File: config.mk
export PLATFORM = sky130hd
export DESIGN_NAME = utf8_stream_decoder
export DESIGN_NICKNAME = d
export VERILOG_FILES = /design/src/hw/rtl/u8d_pkg.sv /design/src/hw/rtl/u8d_decode.sv /design/src/hw/rtl/u8d_outq.sv /design/src/hw/rtl/utf8_stream_decoder.sv
export SDC_FILE = /design/constraint.sdc
export NUM_CORES = 1
export LEC_CHECK = 0
export BUFFER_PORTS_ARGS = -buffer_cell sky130_fd_sc_hd__buf_2
export CAP_MARGIN = 20
export CORE_MARGIN = 2
export CORE_UTILIZATION = 39
export CTS_CLUSTER_SIZE = 12
export DETAILED_ROUTE_END_ITERATION = 6
export PLACE_DENSITY = 0.58
export SLEW_MARGIN = 20
export SYNTH_ARGS = -nofsm -noshare
export SYNTH_HDL_FRONTEND = slang
export SYNTH_HIERARCHICAL = 1
export SYNTH_SLANG_ARGS = --single-unit
File: constraint.sdc
create_clock -name clk -period 5.5 [get_ports clk]
set_clock_uncertainty 0.15 [all_clocks]
set_input_delay 0.55 -clock clk [delete_from_list [all_inputs] [get_ports clk]]
set_output_delay 0.55 -clock clk [all_outputs]
set_load 0.01 [all_outputs]
File: src/hw/rtl/u8d_pkg.sv
// Shared types and constants for the UTF-8 stream decoder.
`default_nettype none
package u8d_pkg;

  localparam int CP_W      = 21;
  localparam int BYTE_W    = 8;
  localparam int REM_W     = 2;
  localparam int FIFO_DEPTH = 4;
  localparam int PTR_W     = $clog2(FIFO_DEPTH);
  localparam int CNT_W     = $clog2(FIFO_DEPTH + 1);
  localparam int OUT_DATA_W = ((CP_W + 7) / 8) * 8;

  localparam logic [CP_W-1:0] REPLACEMENT_CP = CP_W'(24'h00FFFD);

  typedef struct packed {
    logic [CP_W-1:0] code_point;
    logic            was_replaced;
    logic            last_of_run;
  } res_t;

  // Results produced by one accepted byte, in order: r0 first.
  typedef struct packed {
    logic [1:0] n;
    res_t       r0;
    res_t       r1;
  } push_t;

endpackage
`default_nettype wire

File: src/hw/rtl/u8d_decode.sv
// Per-byte decode: sequence state and the results each byte causes.
`default_nettype none
module u8d_decode (
  input  wire logic                       clk,
  input  wire logic                       rst_n,
  input  wire logic                       fire,
  input  wire logic [u8d_pkg::BYTE_W-1:0] data_byte,
  input  wire logic                       end_of_text,
  output u8d_pkg::push_t                  push
);
  import u8d_pkg::*;

  logic [REM_W-1:0] rem_r, rem_nxt;
  logic [CP_W-1:0]  part_r, part_nxt;

  logic             fr_emit, fr_rep;
  logic [CP_W-1:0]  fr_cp;
  logic [REM_W-1:0] fr_rem;
  logic [CP_W-1:0]  fr_part;

  always_comb begin
    fr_emit = 1'b0;
    fr_rep  = 1'b0;
    fr_cp   = '0;
    fr_rem  = '0;
    fr_part = '0;
    if (data_byte[7] == 1'b0) begin
      fr_emit = 1'b1;
      fr_cp   = CP_W'(data_byte);
    end else if (data_byte[7:5] == 3'b110) begin
      fr_rem  = REM_W'(1);
      fr_part = CP_W'(data_byte[4:0]);
    end else if (data_byte[7:4] == 4'b1110) begin
      fr_rem  = REM_W'(2);
      fr_part = CP_W'(data_byte[3:0]);
    end else if (data_byte[7:3] == 5'b11110) begin
      fr_rem  = REM_W'(3);
      fr_part = CP_W'(data_byte[2:0]);
    end else begin
      fr_emit = 1'b1;
      fr_rep  = 1'b1;
      fr_cp   = REPLACEMENT_CP;
    end
  end

  logic            is_cont;
  logic            intr;
  logic            main_emit, main_rep;
  logic [CP_W-1:0] main_cp;
  logic [CP_W-1:0] acc;
  logic            trunc;
  res_t            slot [2];
  logic [1:0]      cnt;

  always_comb begin
    is_cont   = (data_byte[7:6] == 2'b10);
    intr      = 1'b0;
    acc       = {part_r[CP_W-7:0], data_byte[5:0]};
    main_emit = fr_emit;
    main_rep  = fr_rep;
    main_cp   = fr_cp;
    rem_nxt   = fr_rem;
    part_nxt  = fr_part;
    if (rem_r != '0) begin
      if (is_cont) begin
        rem_nxt   = rem_r - REM_W'(1);
        main_rep  = 1'b0;
        main_cp   = acc;
        main_emit = (rem_nxt == '0);
        part_nxt  = (rem_nxt == '0) ? '0 : acc;
      end else begin
        intr = 1'b1;
      end
    end
    trunc = end_of_text && (rem_nxt != '0);
    if (end_of_text) begin
      rem_nxt  = '0;
      part_nxt = '0;
    end

    slot[0] = '0;
    slot[1] = '0;
    cnt     = 2'd0;
    if (intr) begin
      slot[cnt[0]] = '{code_point: REPLACEMENT_CP, was_replaced: 1'b1, last_of_run: 1'b0};
      cnt = cnt + 2'd1;
    end
    if (main_emit) begin
      slot[cnt[0]] = '{code_point: main_cp, was_replaced: main_rep, last_of_run: 1'b0};
      cnt = cnt + 2'd1;
    end
    if (trunc) begin
      slot[cnt[0]] = '{code_point: REPLACEMENT_CP, was_replaced: 1'b1, last_of_run: 1'b0};
      cnt = cnt + 2'd1;
    end
    slot[0].last_of_run = (cnt == 2'd1);
    slot[1].last_of_run = 1'b1;

    push.n  = fire ? cnt : 2'd0;
    push.r0 = slot[0];
    push.r1 = slot[1];
  end

  always_ff @(posedge clk) begin
    if (!rst_n) begin
      rem_r  <= '0;
      part_r <= '0;
    end else if (fire) begin
      rem_r  <= rem_nxt;
      part_r <= part_nxt;
    end
  end

  a_eot_clears: assert property (@(posedge clk) disable iff (!rst_n)
    fire && end_of_text |=> rem_r == '0 && part_r == '0)
    else $error("sequence state not cleared after end of text");
  a_max_two: assert property (@(posedge clk) disable iff (!rst_n)
    push.n != 2'd3)
    else $error("more than two results for one byte");
  a_idle_part: assert property (@(posedge clk) disable iff (!rst_n)
    rem_r == '0 |-> part_r == '0)
    else $error("partial value held with no sequence open");

endmodule
`default_nettype wire

File: src/hw/rtl/u8d_outq.sv
// Result queue: takes up to two results per cycle, gives one per cycle while the reader is ready.
`default_nettype none
module u8d_outq (
  input  wire logic           clk,
  input  wire logic           rst_n,
  input  wire u8d_pkg::push_t push,
  output logic                room2,
  output logic                rd_valid,
  input  wire logic           rd_ready,
  output u8d_pkg::res_t       rd_data
);
  import u8d_pkg::*;

  res_t             mem [FIFO_DEPTH];
  logic [PTR_W-1:0] wr_ptr_r, rd_ptr_r;
  logic [CNT_W-1:0] count_r, count_nxt;
  logic             pop;

  assign rd_valid = (count_r != '0);
  assign rd_data  = mem[rd_ptr_r];
  assign room2    = (count_r <= CNT_W'(FIFO_DEPTH - 2));
  assign pop      = rd_valid && rd_ready;
  assign count_nxt = count_r + CNT_W'(push.n) - CNT_W'(pop);

  always_ff @(posedge clk) begin
    if (push.n != 2'd0) begin
      mem[wr_ptr_r] <= push.r0;
    end
    if (push.n == 2'd2) begin
      mem[wr_ptr_r + PTR_W'(1)] <= push.r1;
    end
  end

  always_ff @(posedge clk) begin
    if (!rst_n) begin
      wr_ptr_r <= '0;
      rd_ptr_r <= '0;
      count_r  <= '0;
    end else begin
      wr_ptr_r <= wr_ptr_r + PTR_W'(push.n);
      rd_ptr_r <= rd_ptr_r + PTR_W'(pop);
      count_r  <= count_nxt;
    end
  end

  a_no_overflow: assert property (@(posedge clk) disable iff (!rst_n)
    count_r <= CNT_W'(FIFO_DEPTH))
    else $error("result queue overflow");
  a_push_room: assert property (@(posedge clk) disable iff (!rst_n)
    push.n != 2'd0 |-> room2)
    else $error("results pushed without room");
  a_ptr_gap: assert property (@(posedge clk) disable iff (!rst_n)
    count_r != CNT_W'(FIFO_DEPTH) |-> PTR_W'(count_r) == PTR_W'(wr_ptr_r - rd_ptr_r))
    else $error("queue pointers disagree with count");

endmodule
`default_nettype wire

File: src/hw/rtl/utf8_stream_decoder.sv
// Top level of the UTF-8 stream decoder.
//
// Usage:
//   Input channel (in_*): one UTF-8 byte per request in in_tdata[7:0];
//   in_tlast marks the last byte of a text. Output channel (out_*): one
//   code point per request in out_tdata[20:0]; out_tuser is high when the
//   code point is a substituted U+FFFD; out_tlast marks the final result
//   caused by one input byte. A byte causes zero, one or two results.
//   Results enter the result queue in order as their byte is accepted.
//   Throughput: one byte per cycle while the results drain at one per cycle;
//   a byte that causes two results has them read out one at a time from
//   the single-read result queue (four entries).
//   in_tready is high while the queue has room for two results, so the
//   input keeps moving while a result waits on a stalled receiver; a long
//   stall fills the queue and then holds in_tready low.
//   Reset (rst_n low, synchronous) empties the queue and closes any open
//   multi-byte sequence.
`default_nettype none
module utf8_stream_decoder (
  input  wire logic                           clk,
  input  wire logic                           rst_n,
  input  wire logic                           in_tvalid,
  output logic                                in_tready,
  input  wire logic [7:0]                     in_tdata,   // [7:0] data_byte
  input  wire logic                           in_tlast,   // end_of_text
  output logic                                out_tvalid,
  input  wire logic                           out_tready,
  output logic [u8d_pkg::OUT_DATA_W-1:0]      out_tdata,  // [20:0] code_point
  output logic                                out_tuser,  // was_replaced
  output logic                                out_tlast   // last_of_run
);
  import u8d_pkg::*;

  logic  fire;
  push_t push;
  res_t  rd_data;
  logic  room2;

  assign in_tready = room2;
  assign fire      = in_tvalid && in_tready;

  u8d_decode u_decode (
    .clk         (clk),
    .rst_n       (rst_n),
    .fire        (fire),
    .data_byte   (in_tdata),
    .end_of_text (in_tlast),
    .push        (push)
  );

  u8d_outq u_outq (
    .clk      (clk),
    .rst_n    (rst_n),
    .push     (push),
    .room2    (room2),
    .rd_valid (out_tvalid),
    .rd_ready (out_tready),
    .rd_data  (rd_data)
  );

  assign out_tdata = OUT_DATA_W'(rd_data.code_point);
  assign out_tuser = rd_data.was_replaced;
  assign out_tlast = rd_data.last_of_run;

endmodule
`default_nettype wire

* After elaboration in Yosys (flattened, before gate mapping)
Memory sizes are Yosys's and may differ from the RTL's. A register that Yosys moved wholly into a read port is not among the register bits.
Cells that the tools add are included.
** Storage, ports and cells
- Bits in registers :: 24
- RAM bits :: 92
- Logic and storage cells :: 89
- Memories kept :: 1
** Operators by class
- Add/subtract/negate cells :: 8
- $lt $le $gt $ge :: 5
- Eq/ne operators :: 6
- Mux-type cells :: 49
- Bitwise gates (word level) :: 5
- Reductions and logical operators :: 10
** Memories
- u_outq.mem :: words 4, width 23, rd ports 1, clocked after memory_dff 1, wr ports 2, RTL line u8d_outq.sv:14 : res_t mem [FIFO_DEPTH];
** Operators by type and width (number)
- two-way mux 21 bit :: 5
- two-way mux 46 bit :: 2
- two-way mux 15 bit :: 6
- bitwise mux 46 bit :: 1
- demux 23 bit (select 1 bit) :: 2
- two-way mux 23 bit :: 2
- bitwise OR 32 bit :: 1
- two-way mux 2 bit :: 11
- two-way mux 18 bit :: 1
- two-way mux 1 bit :: 16
- two-way mux 16 bit :: 1
- bitwise AND 14 bit :: 1
- NOT 14 bit :: 1
- nonzero test 2 bit :: 3
- equality test 5 bit, second input constant :: 1
- logical AND 1 bit :: 5
- adder 2 x 1 -> 2 bit, second input constant :: 2
- equality test 2 bit, second input constant :: 2
- equality test 4 bit, second input constant :: 1
- greater-or-equal comparator 2 bit, second input constant :: 2
- less-than comparator 2 x 1 -> 1 bit, second input constant :: 2
- two-way mux 4 bit :: 1
- NOT 1 -> 2 bit :: 2
- adder 3 x 2 -> 3 bit :: 1
- 11 further kinds :: 11

* Logic depth before layout (Yosys ltp)
- Depth in word-level cells :: 16
- Mapped depth :: 15
- Gate-level depth less buffers :: 13

* Modules after synthesis
The synthesis kept the hierarchy.
** By module, submodules not included
- u8d_outq :: times used 1, cells an instance 269, area each 5079.9 µm², seq. area each 2902.8 µm²
- u8d_decode :: times used 1, cells an instance 188, area each 1378.8 µm², seq. area each 340.3 µm²
- utf8_stream_decoder :: times used 1, cells an instance 5, area each 32.5 µm², seq. area each 0.0 µm²

* Worst setup path before layout
No wires, ideal clock.
- Path type :: input-to-reg
- Start point :: in in_tdata[5]
- End point :: mem u_outq/mem[0][0] (netlist bit) (enable)
- Setup time :: 0.439 ns
- Arrival time :: 4.001 ns
- Data required time :: 4.911 ns
- Setup slack :: 0.910 ns
- Cell stages on the path :: 9
- Buffers on the path :: 1
- Path through :: clkbuf_2 > and4_1 > nand2b_1 > nor2_1 > ha_1 > nand2_2 > and3b_1 > nor2_1 > o31ai_1
** RTL lines
- start: declaration :: RTL line utf8_stream_decoder.sv:24 : input wire logic [7:0] in_tdata,
- end: declaration :: RTL line u8d_outq.sv:14

==> reports/results.txt <==
The logs give 0.4996 for the proportion of synthesized chip area in sequential cells and 1.078 ns for the setup slack of the critical path after layout. The synthesized design contains 92 enable-type register cells. The floorplan step defined a die boundary enclosing 17,690 um^2. The flow ran to the end, and the final reports show no timing, DRC or antenna violations. Counting along the longest clock path gives a buffer depth of 2.

The average via count per standard cell is 5.225, and the shortest clock period the worst path allows after layout is 4.422 ns. Register bit count reported by yosys: 116. The highest layer touched by signal routing is met4. The cell area that synthesis handed to floorplanning was 6491 um^2.

Derived from the worst setup path, the maximum achievable clock frequency is 0.2261 GHz. The run gives 0 as the post-CTS setup-driven buffer insertion count. The most common cell in the synthesized netlist is edfxtp_1.

The number of distinct library cells after synthesis is 53. The class of the most critical setup path is flop to flop. The total negative slack is 0 ns. The portion of the clock cycle consumed by the worst path in the final layout came out at 0.8040. By count the netlist is led by edfxtp_1, mux2_2, nor2b_1.

At the pin with the least slew margin, the transition time is 0.9606 ns. The number of clock buffers inserted by TritonCTS was 17; the first-pass iteration count of the detailed router was 4. The run gives 9182 um as the detailed placer's ending HPWL. In the post-synthesis netlist, the biggest area contributors are edfxtp_1, mux2_2, mux4_2, dfxtp_1, mux2_4. The average wire per cell in the routed design works out to 19.33 um. The tools report the post-route antenna net violation count as 0. The detailed router finished its first iteration with 234 violations.

The tools report the maximum vdd drop as 232.0 uV. The die extent in x was 133.0 um; the final number of max-transition violations was 0. For the detailed route wirelength on metal3, the log shows 532 um.

STA classifies the critical path endpoint as a flop. Cell type with the highest occurrence count on the critical path: ha_1. For this design the static power due to leakage is 2.805 nW. Clock latency on the worst-skew pair, taken at its later pin, is 0.42 ns. In the detailed route, the total length drawn on met2 is 6582 um. The worst slack after detailed placement came out at 1.067 ns. TritonCTS built the clock tree. Dividing total power by cell area gives a power density of 408.5 nW/um^2.

Global-route wire length before repair: 21,960 um. In the routed design, unresolved DRC markers number 0. For the global routing usage summed across all routing layers, the log shows 0.1669. The largest fanout on the critical path was 17; the final-report hold violation count was 0.

Layout cell share with drive strength beyond 1: 0.3937. Routability-driven placement finished with a final weighted congestion of 0.7783. The share of flip-flops with an asynchronous set or reset after synthesis is 0, and the maximum level of the CTS H-tree is 4. The finished layout holds 728 standard cells, fillers aside. The number of antenna violations at the first check in global routing is 0. For this run the aggregate overflow at the end of global routing stands at 0.

The height of the die is 133.0 um. In this run the count of I/O pins placed on the die edge is 41. Yosys printed 6 warnings.

In the final design database the tool counted 517 nets. Data on the critical path arrives at its endpoint at 4.37 ns. Effective utilization at floorplan: 0.3956.

The routed length on met1 came out at 6764 um. The signed area change from the synthesized netlist to the final layout works out to 14.84%. The tree is rooted in a clkbuf_16. Clock-pin slew was measured on the worst setup and hold paths at 0.06 ns.

For this block, the routed nets add up to 14,070 um of wire. After clock tree synthesis, the flow added hold-fix buffers numbering 0. The largest stage delay on the critical path works out to 0.65 ns. The worst setup path is launched from a flop. In this run the worst hold path is classified as primary input to flop. Setup violations remaining at the end of the flow were counted as 0. The run gives 462 as the instance count of the mapped netlist. In this run, placement finished with an instance count of 697.

The area share of the largest cell type after synthesis came out at 0.4256. The synthesized design spends more area on one cell type than any other, namely edfxtp_1. The maximum number of pins on one net before global-route repair was 27. The repair_antennas step left the layout with diodes totalling 0. Setup repair after global routing left no endpoint under its margin. The floorplan has 47 rows. The post-cts sizing count is 0, and the required time at the endpoint of the critical path is 5.45 ns. The run gives 3,804 as the number of vias in the routed layout. The signal on the critical path passes through inv_1, ha_1, o21ba_2, nor2_1, ha_1, nand2_2, and3b_1, mux2i_1, nor2_2, buf_4. The tools report the relative slew slack as 0.3596. In the synthesized netlist the dominant register cell turns out to be edfxtp_1. During placement, the flow inserted port buffers numbering 37. On the critical path, the stage with the largest delay is an instance of nor2_2.

The number of violations of the max-capacitance limit is 0. The area of the placeable core is 16,410 um^2. Each instance of the synthesized netlist takes up on average 14.05 um^2.

The number of global-route vias before repair is 3,792, and the TritonCTS sink count is 116.
==> metrics by stage <==
stage / hold WS (ns) / area (um^2) / utilization / power (mW)
after global routing: 0.2926 / 7455 / 0.4544 / 3.174
after global placement: 0.3124 / 6787 / 0.4136 / 1.799
after detailed placement: 0.3224 / 6787 / 0.4136 / 1.811
after CTS: 0.2610 / 7455 / 0.4544 / 3.079
after floorplan: 0.3418 / 6514 / - / 1.605
final: 0.2707 / 7455 / 0.4544 / 3.045
==> layout by cell type (no fill, tap or decap), types with 4 or more instances in the layout <==
master,count
mux2i_1,4
and2_1,12
mux2_4,24
inv_1,12
ha_1,7
bufinv_16,7
nand2_1,18
mux4_2,23
edfxtp_1,92
a21o_1,10
mux2_2,64
a21oi_1,17
nor3_1,4
clkbuf_16,17
o21ai_0,13
nor2_1,12
nor2b_1,29
mux2_1,5
conb_1,9
buf_2,37
dfxtp_1,23
buf_4,10
nand2b_1,7
==> worst max-delay path: cells and delay by family (launching register included) <==
| kind | cells | cell delay [ns] |
|---|---|---|
| simple gates | 4 | 1.83 |
| buf+inv | 2 | 0.45 |
| compound gates | 1 | 0.31 |
| mux | 1 | 0.21 |
| fa+ha+maj | 2 | 0.74 |
| flops | 1 | 0.40 |
==> power by group <==
group	leakage [nW]	total [mW]	internal (mW)	switching, mW
Sequential	1.04	1.15	1.06	0.0864
Combinational	1.44	0.635	0.328	0.307
Clock	0.322	1.26	0.888	0.373
Total	2.81	3.05	2.28	0.767
==> kinds of logic (layout without fill, tap and decap cells) <==
kind of cell | after synthesis | count (layout) | synth area share
other cells | 3 | 9 | 0.001735
mux | 120 | 120 | 0.2612
simple gates | 105 | 105 | 0.1014
buf+inv | 50 | 90 | 0.05281
fa+ha+maj | 8 | 8 | 0.01658
compound gates | 58 | 58 | 0.05975
flops | 116 | 116 | 0.4996
xor+xnor | 2 | 2 | 0.006939
==> area by class of cell <==
cell class | instances | area [um^2]
Sequential cell | 116 | 3244
Clock buffer | 20 | 436.7
Tap cell | 220 | 275.3
Timing Repair Buffer | 47 | 260.3
Multi-Input combinational cell | 302 | 2962
Clock inverter | 11 | 231.5
Fill cell | 1474 | 8952
Inverter | 12 | 45.04
==> per-layer routing <==
layer | GRT usage | vias up
met5 | 0 | -
met4 | 0.05257 | 0
met3 | 0.04291 | 14
met2 | 0.2634 | 80
met1 | 0.2265 | 1918
li1 | - | 1792
==> registers in the layout, summed over array words and instances (netlist names) <==
name,flops
u_outq/mem,92
u_decode/part_r,15
u_outq/rd_ptr_r,2
u_decode/rem_r,2
u_outq/wr_ptr_r,2
u_outq/count_r,3
==> final timing paths <==
kind	start	to	slack, ns	cells after the start
max	u_decode/rem_r[0]$_SDFFE_PN0P_	u_outq/mem[1][21]$_DFFE_PP_	1.08	10
min	in_tdata[2]	u_decode/part_r[2]$_SDFFE_PN0P_	0.27	3
max reg2reg	u_decode/rem_r[0]$_SDFFE_PN0P_	u_outq/mem[1][21]$_DFFE_PP_	1.08	10
min reg2reg	u_outq/rd_ptr_r[1]$_SDFF_PN0_	u_outq/rd_ptr_r[1]$_SDFF_PN0_	0.34	2
Note: power is estimated with default switching activity, not from simulation.
